**config.mk**
```make
export PLATFORM = sky130hd
export DESIGN_NAME = pidfd_clamp
export DESIGN_NICKNAME = d
export VERILOG_FILES = /design/src/hw/rtl/pidfd_pkg.sv /design/src/hw/rtl/pidfd_clamp.sv
export SDC_FILE = /design/constraint.sdc
export NUM_CORES = 1
export LEC_CHECK = 0
export ABC_CLOCK_PERIOD_IN_PS = 12900
export BUFFER_PORTS_ARGS = -buffer_cell sky130_fd_sc_hd__buf_2
export CORE_MARGIN = 5
export CORE_UTILIZATION = 57
export DETAILED_ROUTE_END_ITERATION = 6
export PLACE_DENSITY = 0.88
export RECOVER_POWER = 50
export SYNTH_ARGS = -nofsm -noshare
export SYNTH_HDL_FRONTEND = slang
export SYNTH_SLANG_ARGS = --single-unit
```
**constraint.sdc**
```tcl
create_clock -name vclk -period 12.9
set_input_delay 0.645 -clock vclk [all_inputs]
set_output_delay 0.645 -clock vclk [all_outputs]
set_load 0.02 [all_outputs]
```
**src/hw/rtl/pidfd_pkg.sv**
```systemverilog
package pidfd_pkg;

  localparam int SampleW  = 16;
  localparam int FracW    = 16;
  localparam int ErrW     = SampleW + 1;
  localparam int ErrSumW  = ErrW + 1;
  localparam int GainW    = 24;
  localparam int PoleW    = 17;
  localparam int TermW    = SampleW + FracW;
  localparam int ModeW    = 2;
  localparam int CfgIdxW  = 3;
  localparam int CfgDataW = GainW;
  localparam int WideW    = 50;

  localparam int InDataW  = 2 * SampleW;
  localparam int OutDataW = 24;

  // register indexes on the config port
  localparam logic [CfgIdxW-1:0] REG_PROP_GAIN  = 3'd0;
  localparam logic [CfgIdxW-1:0] REG_INTEG_GAIN = 3'd1;
  localparam logic [CfgIdxW-1:0] REG_DERIV_GAIN = 3'd2;
  localparam logic [CfgIdxW-1:0] REG_DERIV_POLE = 3'd3;
  localparam logic [CfgIdxW-1:0] REG_OUT_MIN    = 3'd4;
  localparam logic [CfgIdxW-1:0] REG_OUT_MAX    = 3'd5;
  localparam logic [CfgIdxW-1:0] REG_MODE_BITS  = 3'd6;

  // mode bit positions
  localparam int MODE_ANTI_WINDUP = 0;
  localparam int MODE_INVERT      = 1;

  localparam logic signed [WideW-1:0] TermMax =
    {{(WideW-TermW+1){1'b0}}, {(TermW-1){1'b1}}};
  localparam logic signed [WideW-1:0] TermMin =
    {{(WideW-TermW+1){1'b1}}, {(TermW-1){1'b0}}};

  typedef struct packed {
    logic signed [GainW-1:0]   prop_gain;
    logic signed [GainW-1:0]   integ_gain;
    logic signed [GainW-1:0]   deriv_gain;
    logic signed [PoleW-1:0]   deriv_pole;
    logic signed [SampleW-1:0] out_min;
    logic signed [SampleW-1:0] out_max;
    logic [ModeW-1:0]          mode_bits;
  } cfg_t;

  typedef struct packed {
    logic signed [ErrW-1:0]  prev_error;
    logic signed [TermW-1:0] integ_term;
    logic signed [TermW-1:0] deriv_term;
    logic                    last_clamped;
  } state_t;

  typedef struct packed {
    logic signed [ErrW-1:0]  err;
    logic signed [TermW-1:0] p_term;
    logic signed [TermW-1:0] i_term;
    logic signed [TermW-1:0] d_term;
  } terms_t;

  function automatic logic signed [TermW-1:0] sat32(input logic signed [WideW-1:0] x);
    logic signed [TermW-1:0] r;
    if (x > TermMax) begin
      r = TermMax[TermW-1:0];
    end else if (x < TermMin) begin
      r = TermMin[TermW-1:0];
    end else begin
      r = x[TermW-1:0];
    end
    return r;
  endfunction

endpackage

```
**src/hw/rtl/pidfd_clamp.sv**
```systemverilog
module pidfd_clamp (
  input  pidfd_pkg::terms_t                    terms,
  input  logic signed [pidfd_pkg::SampleW-1:0] out_min,
  input  logic signed [pidfd_pkg::SampleW-1:0] out_max,
  output logic signed [pidfd_pkg::SampleW-1:0] drive,
  output logic                                 clamped
);
  import pidfd_pkg::*;

  logic signed [WideW-1:0] sum_wide;
  logic signed [TermW-1:0] sum;
  logic signed [TermW-1:0] hi;
  logic signed [TermW-1:0] lo;

  assign sum_wide = WideW'(terms.p_term) + WideW'(terms.i_term) + WideW'(terms.d_term);
  assign sum      = sat32(sum_wide);
  assign hi       = {out_max, {FracW{1'b0}}};
  assign lo       = {out_min, {FracW{1'b0}}};

  // upper limit wins when the limits are crossed
  always_comb begin
    if (sum >= hi) begin
      drive   = out_max;
      clamped = (sum != hi);
    end else if (sum <= lo) begin
      drive   = out_min;
      clamped = (sum != lo);
    end else begin
      drive   = sum[TermW-1:FracW];
      clamped = 1'b0;
    end
  end

endmodule

```
After elaboration in Yosys (flattened, before gate mapping)
Index checks and enable logic that the tools add are counted.
- memory bits (read-only): 0
- bits in latches: 0
- memories kept: 0
- bits in registers: 0
- bits of input ports: 145
- output and inout bits: 17
- RAM bits: 0
- logic and storage cells: 14
- order comparisons: 4
- eq/ne operators: 2
- muxes and demuxes: 6
- shifts and indexed selects: 0
- reduce and logical (&&, ||, !) cells: 0
- $add $sub $neg: 2
- divide/modulo/power cells: 0
- bitwise operators: 0
- multiply operators: 0
- operators with widths (cell ; number):
    32-bit 2-to-1 mux ; 2
    32-bit inequality test ; 2
    33-bit by 32-bit adder with 34-bit output ; 1
    34-bit by 32-bit > comparator with 1-bit output (second input constant) ; 1
    34-bit by 32-bit < comparator with 1-bit output (second input constant) ; 1
    32-bit by 32-bit adder with 33-bit output ; 1
    32-bit greater-or-equal comparator ; 1
    32-bit <= comparator ; 1
    16-bit 2-to-1 mux ; 2
    1-bit 2-to-1 mux ; 2

Logic depth before layout (Yosys ltp)
Gate-level depths: netlist of the first run.
- word-level depth: 8
- mapped depth: 29
- mapped depth without buffers: 26

Worst setup path after synthesis of the first run
OpenSTA, ideal clock, no wires.
- kind: input port to output port
- start: input terms[1] in the netlist's numbering
- end: output drive[10] in the netlist's numbering
- arrival: 6378 ps
- slack: 5877 ps
- stages: 28
- cells stage by stage: inv_1 -> fa_1 -> inv_1 -> ha_1 -> inv_1 -> fa_1 -> and2b_1 -> o21ai_4 -> a21oi_4 -> nor3_2 -> o41a_1 -> o31ai_4 -> o21ai_0 -> inv_1 -> clkbuf_1 -> or2_2 -> ha_1 -> nor2b_1 -> o21a_1 -> o21a_1 -> o21ai_0 -> a211oi_1 -> o21ai_0 -> nor3_1 -> o211ai_2 -> dlymetal6s2s_1 -> o22ai_1 -> mux2i_1
- cells in the longest elaborated chain, start to end: 7
- RTL lines (item ; RTL line ; RTL):
    start, declared ; pidfd_clamp.sv:2 ; input pidfd_pkg::terms_t terms,
    33-bit by 32-bit adder with 34-bit output * ; pidfd_clamp.sv:15 ; assign sum_wide = WideW'(terms.p_term) + WideW'(terms.i_term) + WideW'(terms.d_term);
    34-bit by 32-bit < comparator with 1-bit output ; pidfd_pkg.sv:64 ; end else if (x < TermMin) begin
    32-bit 2-to-1 mux ; pidfd_pkg.sv:64 ;
    32-bit 2-to-1 mux * ; pidfd_pkg.sv:62 ; if (x > TermMax) begin
    32-bit <= comparator ; pidfd_clamp.sv:25 ; end else if (sum <= lo) begin
    16-bit 2-to-1 mux ; pidfd_clamp.sv:25 ;
    16-bit 2-to-1 mux * ; pidfd_clamp.sv:22 ; if (sum >= hi) begin
    end, declared ; pidfd_clamp.sv:5 ; output logic signed [pidfd_pkg::SampleW-1:0] drive,
Every way passes the cells marked *; elsewhere a longest branch is shown, timed or not.

Worst setup path in the final report of the first run
- start: input terms[1] in the netlist's numbering
- end: output drive[7] in the netlist's numbering
Same word-level chain as after synthesis.

==> key figures, run 1 <==
Timing
  – Finish-stage setup viols: 0
  – Pin slew with the least headroom to its limit: 1.214 ns
  – FMAX: 111.5 MHz
  – Max Slew Vio Count: 0
  – Min Tclk post-route: 8.967 ns
  – Period Utilization, post-route: 69.51%
  – RSZ-0062 raised after global routing: false
  – Fin. Hold Viols: 0
  – Slew margin rel.: 18.72%
  – Final TNS setup: 0 ns

Power
  – Cell Pwr Density: 156.1 nW/um2
  – VDD IR max: 0.00007816 V
  – Switching Share: 59.83%
  – Part of the power in registers: 0%
  – Net Switching: 0.4709 mW
  – Combinational power share: 100.0%
  – Leak: 2.432 nW
  – Clock power share: 0%
  – P_int: 0.3162 mW

Place
  – Port bufs: 145
  – Placer Congestion: 0.9233
  – HPWL after detailed placement: 10.40 mm
  – Placed instance area: 5066 um2

Synthesis
  – Synth area leader: ha_1
  – Share of Yosys cell area claimed by the top area cell type: 18.34%
  – Syn_nets: 796
  – Synth warn: 0
  – Number of distinct library cells after synthesis: 83
  – Seq/Total Area, Yosys: 0%
  – Avg Cell Area, Syn: 7.882 um2
  – Post-synth design cell area: 4367 um2
  – Cells after synthesis: 554
  – Leading post-synthesis cells by cell area: ha_1 (18%), fa_1 (15%), a21oi_1 (4.7%), inv_1 (4.4%), mux2i_1 (3.9%)

Die
  – Starting density of the core: 57.40%
  – Die height: 97.53 um
  – Die Area: 9511 um2
  – Chip Width: 97.53 um
  – Io pins: 162
  – Core area: 7607 um2
  – Core Rows: 32

Global routing
  – Vias in the first global route: 4,616
  – Overall routing resource usage: 23.78%
  – First-pass GRT wire length: 19.88 mm
  – Largest net degree at the start of global routing: 17
  – Gr ovfl total: 0
  – Antenna violations before repair: 0

Clock tree
  – Hold_buf cts: 0
  – Post-CTS setup repair buffer count: 0
  – CTS resizes: 0

Cells and area
  – Layout fillers: 687
  – Layout cell share with drive strength beyond 1: 27.10%
  – Seq_cells: 0
  – Fin area: 5042 um2
  – Seq. cell area: 0 um2
  – Clock buffer cells: 0
  – Antenna cells: 0
  – # nets final: 923
  – Layout area overhead: 15.47%

Drt
  – Final WL: 11.75 mm
  – Via count: 4,609
  – Remaining DRCs: 0
  – Routed Antenna Nets: 0
  – Initial DRC count: 311
  – Post-DR vias/cell: 5.901
  – Routed length per instance: 15.05 um
  – Pre-antenna DRT Iters: 5

Run status
  – Status: finished, final reports clean

Worst setup path
  – CP endpoint kind: output port
  – Slowest stage cell, crit path: o211ai_1
  – CP max stage delay: 0.98 ns
  – CP Max Fanout: 15
  – Crit path DAT: 8.32 ns
  – Crit start category: input pin
  – Worst Path Required: 12.26 ns
  – Setup CP Type: in -> out

Job
  – Max Cap Viol: 0

Hold path
  – Hold Crit Class: in -> out
  – Worst Hold Path EP: drive[0]
  – Hold path start: out_max[0]
  – Hold Crit Depth: 4
stage by stage:
stage | power (mW) | hold WS [ns] | setup slack [ns] | cells | util (%)
floorplan | 0.6154 | 1.469 | 5.877 | 554 | -
global route | 0.8721 | 1.681 | 3.152 | 781 | 66.28
global placement | 0.7591 | 1.646 | 5.034 | 781 | 66.60
finish | 0.7871 | 1.655 | 3.933 | 781 | 66.28
detailed placement | 0.7821 | 1.653 | 4.785 | 781 | 66.60
CTS | 0.7858 | 1.653 | 4.794 | 781 | 66.60
Yosys cell counts, types with 6 or more instances:
cell type	n
clkbuf_1	7
mux2i_1	17
o22ai_1	15
nand4_1	11
nor2_1	42
and4_1	6
xnor2_1	15
nand3_1	16
and2_1	6
or2_2	14
o21ai_0	24
fa_1	33
a31oi_1	6
o21a_1	11
a21oi_1	41
nand2_1	33
inv_1	51
nor2b_1	10
a21o_1	14
ha_1	64
nor3_1	11
layer usage:
metal | share of wire, % | vias to the layer above | global-route usage [%]
met4 | 1.1 | 0 | 2.982
met3 | 7.6 | 18 | 2.225
met5 | 0 | - | 0
met2 | 47 | 184 | 42.17
li1 | - | 2302 | -
met1 | 44 | 2105 | 32.07
kinds of logic (layout without fill, tap and decap cells):
| family | after synthesis | in the layout | synth area share (%) |
|---|---|---|---|
| AO/OA/AOI/OAI | 167 | 167 | 28.17 |
| multiplexers | 17 | 17 | 3.897 |
| buffers and inverters | 71 | 196 | 7.908 |
| XOR/XNOR | 20 | 20 | 4.012 |
| adder cells (fa/ha/maj) | 97 | 97 | 33.47 |
| AND/OR/NAND/NOR | 182 | 182 | 22.55 |
power by group through the flow:
stage	Combinational, mW	Sequential, mW	Clock [mW]
2_1_floorplan	0.615	0	0
3_3_place_gp	0.759	0	0
3_5_place_dp	0.782	0	0
4_1_cts	0.786	0	0
5_1_grt	0.872	0	0
6_report	0.787	0	0
worst max-delay path by stage:
stage | from | end | slack (ns) | cells after the start
floorplan | terms[1] | drive[10] | 5.88 | 28
global placement | terms[13] | drive[14] | 5.03 | 24
detailed placement | terms[13] | drive[7] | 4.79 | 24
CTS | terms[13] | drive[7] | 4.79 | 24
global route | terms[1] | drive[5] | 3.15 | 28
finish | terms[1] | drive[7] | 3.93 | 28
cell usage in the layout (no fill, tap or decap), types with 16 or more instances in the layout:
master     n
o21ai_0   25
buf_2    139
a21oi_1   41
ha_1      64
nand3_1   16
nand2_1   33
inv_1     51
fa_1      33
mux2i_1   17
nor2_1    42
worst max-delay path, delay by kind of cell:
| family | cells | cell delay [ns] |
|---|---|---|
| AND/OR/NAND/NOR | 7 | 1.41 |
| buffers and inverters | 5 | 0.42 |
| adder cells (fa/ha/maj) | 4 | 1.23 |
| multiplexers | 1 | 0.23 |
| AO/OA/AOI/OAI | 11 | 4.36 |
area by class of cell:
| type | instances | area [um2] | area share [%] |
|---|---|---|---|
| multi-input combinational | 483 | 4005 | 79.43 |
| inverter | 51 | 191.4 | 3.797 |
| tap | 102 | 127.6 | 2.531 |
| timing repair buffer | 145 | 718.2 | 14.24 |
Note: power is estimated with default switching activity, not from simulation.
==> inputs of run 2 (changes only) <==
--- a/config.mk
+++ b/config.mk
@@ -5,12 +5,12 @@
 export SDC_FILE = /design/constraint.sdc
 export NUM_CORES = 1
 export LEC_CHECK = 0
-export ABC_CLOCK_PERIOD_IN_PS = 12900
+export ABC_CLOCK_PERIOD_IN_PS = 8400
 export BUFFER_PORTS_ARGS = -buffer_cell sky130_fd_sc_hd__buf_2
 export CORE_MARGIN = 5
-export CORE_UTILIZATION = 57
+export CORE_UTILIZATION = 53
 export DETAILED_ROUTE_END_ITERATION = 6
-export PLACE_DENSITY = 0.88
+export PLACE_DENSITY = 0.82
 export RECOVER_POWER = 50
 export SYNTH_ARGS = -nofsm -noshare
 export SYNTH_HDL_FRONTEND = slang
==> constraint.sdc (replaced) <==
create_clock -name vclk -period 8.4
set_input_delay 0.42 -clock vclk [all_inputs]
set_output_delay 0.42 -clock vclk [all_outputs]
set_load 0.02 [all_outputs]
==> run 2 against run 1 <==
  * First-iteration DRC count fell by 19%
  * Cell area rose by 0.55%
  * Total power increased by 54%
==> key figures, run 2 (synthesis results as in run 1) <==
Power
  – Combinational power share: 100.0%
  – Part of the power in registers: 0%
  – Clock power share: 0%
  – VDD IR max: 0.0001043 V
  – Switching Share: 59.53%
  – Cell Pwr Density: 239.4 nW/um2
  – Leak: 2.442 nW
  – Net Switching: 0.7225 mW
  – P_int: 0.4913 mW

Place
  – HPWL after detailed placement: 10.41 mm
  – Placer Congestion: 0.9518
  – Cell total after placement: 785
  – Placed instance area: 5077 um2
  – Port bufs: 145

Die
  – Core area: 8134 um2
  – Starting density of the core: 53.68%
  – Chip Width: 100.8 um
  – Core Rows: 33
  – Die Area: 10,150 um2
  – Io pins: 162
  – Die height: 100.8 um

Drt
  – Initial DRC count: 253
  – Remaining DRCs: 0
  – Routed length per instance: 15.11 um
  – Pre-antenna DRT Iters: 5
  – Post-DR vias/cell: 5.831
  – Final WL: 11.86 mm
  – Via count: 4,577
  – Routed Antenna Nets: 0

Clock tree
  – CTS resizes: 0
  – Post-CTS setup repair buffer count: 0
  – Hold_buf cts: 0

Worst setup path
  – CP endpoint kind: output port
  – CP Max Fanout: 15
  – Setup CP Type: in -> out
  – Worst Path Required: 7.98 ns
  – Crit path from: terms[1]
  – Crit start category: input pin
  – Crit path DAT: 7.09 ns

Cells and area
  – Clock buffer cells: 0
  – Most frequent cells in the layout: buf_2 (139), ha_1 (64), inv_1 (51)
  – Cell Count, Final, Fillers Out: 785
  – Layout fillers: 725
  – Layout cell share with drive strength beyond 1: 27.50%
  – Layout area overhead: 16.10%
  – Seq. cell area: 0 um2
  – Commonest non-fill, non-tap cell in the layout: buf_2
  – Multi-input logic area: 4021 um2
  – Fin area: 5070 um2
  – # nets final: 924
  – Final Util: 62.33%
  – Antenna cells: 0
  – Seq_cells: 0

Job
  – Max Cap Viol: 0

Timing
  – RSZ-0062 raised after global routing: false
  – Final TNS setup: 0 ns
  – Fin. Hold Viols: 0
  – Finish-stage setup viols: 0
  – Max Slew Vio Count: 0
  – FMAX: 133.1 MHz
  – Slew margin rel.: 40.98%
  – Period Utilization, post-route: 89.43%
  – Min Tclk post-route: 7.512 ns
  – Pin slew with the least headroom to its limit: 0.8852 ns

Global routing
  – Gr ovfl total: 0
  – Largest net degree at the start of global routing: 17
  – Vias in the first global route: 4,543
  – Antenna violations before repair: 0
  – Overall routing resource usage: 22.46%
  – First-pass GRT wire length: 19.64 mm

Run status
  – Status: finished, final reports clean

Hold path
  – Hold Crit Class: in -> out
  – Hold path start: out_max[13]
[run 2: cell types whose count changed in the layout (fill, tap and decap cells not counted)]
| cell | change |
|---|---|
| buf_4 | +1 |
| o211ai_1 | -1 |
| o211ai_2 | +1 |
| o21ai_0 | -1 |
| o21ai_4 | +1 |
[run 2: layout make-up]
| class | count | area share (%) |
|---|---|---|
| multi-input cells | 483 | 79.32 |
| repair buffers | 146 | 14.31 |
| inverters | 51 | 3.776 |
| well taps | 105 | 2.591 |
[run 2: worst paths after layout]
| path | end | slack [ns] | cells past startpoint |
|---|---|---|---|
| worst min-delay path | drive[13] | 1.21 | 4 |
| worst max-delay path | drive[2] | 0.89 | 27 |
[run 2: metrics by stage]
stage	power, mW	setup slack (ns)	hold slack, ns
floorplan	0.9450	1.827	1.019
global placement	1.164	1.192	1.192
detailed placement	1.204	1.008	1.199
CTS	1.209	0.9477	1.200
global route	1.345	0.4732	1.237
finish	1.214	0.8877	1.208
[run 2: layer usage]
metal  track usage (%)  vias to the layer above  part of all wire, %
li1                  -                     2289                    -
met1             32.09                     2103                   46
met2             38.08                      163                   46
met3             1.038                       22                  6.4
met4             3.523                        0                  1.6
met5                 0                        -                    0
[run 2: power by group through the flow]
stage,Combinational (mW),Clock (mW),Sequential [mW]
4_1_cts,1.21,0,0
6_report,1.21,0,0
3_5_place_dp,1.20,0,0
2_1_floorplan,0.945,0,0
5_1_grt,1.35,0,0
3_3_place_gp,1.16,0,0
[run 2: critical path, cell delays in order]
cell	delay, ns
buf_2	0.08
inv_1	0.05
fa_1	0.47
inv_1	0.07
ha_1	0.19
inv_1	0.07
fa_1	0.39
and2b_1	0.29
o21ai_4	0.10
a21oi_4	0.21
nor3_2	0.08
o41a_1	0.51
o31ai_4	0.39
o21ai_0	0.26
inv_1	0.31
or2_2	0.20
ha_1	0.24
a21o_1	0.18
a21o_1	0.16
a21oi_1	0.19
o2111ai_1	0.13
o21ai_0	0.71
nor3_1	0.12
o211ai_2	0.64
o22ai_1	0.19
mux2i_1	0.18
clkbuf_1	0.26
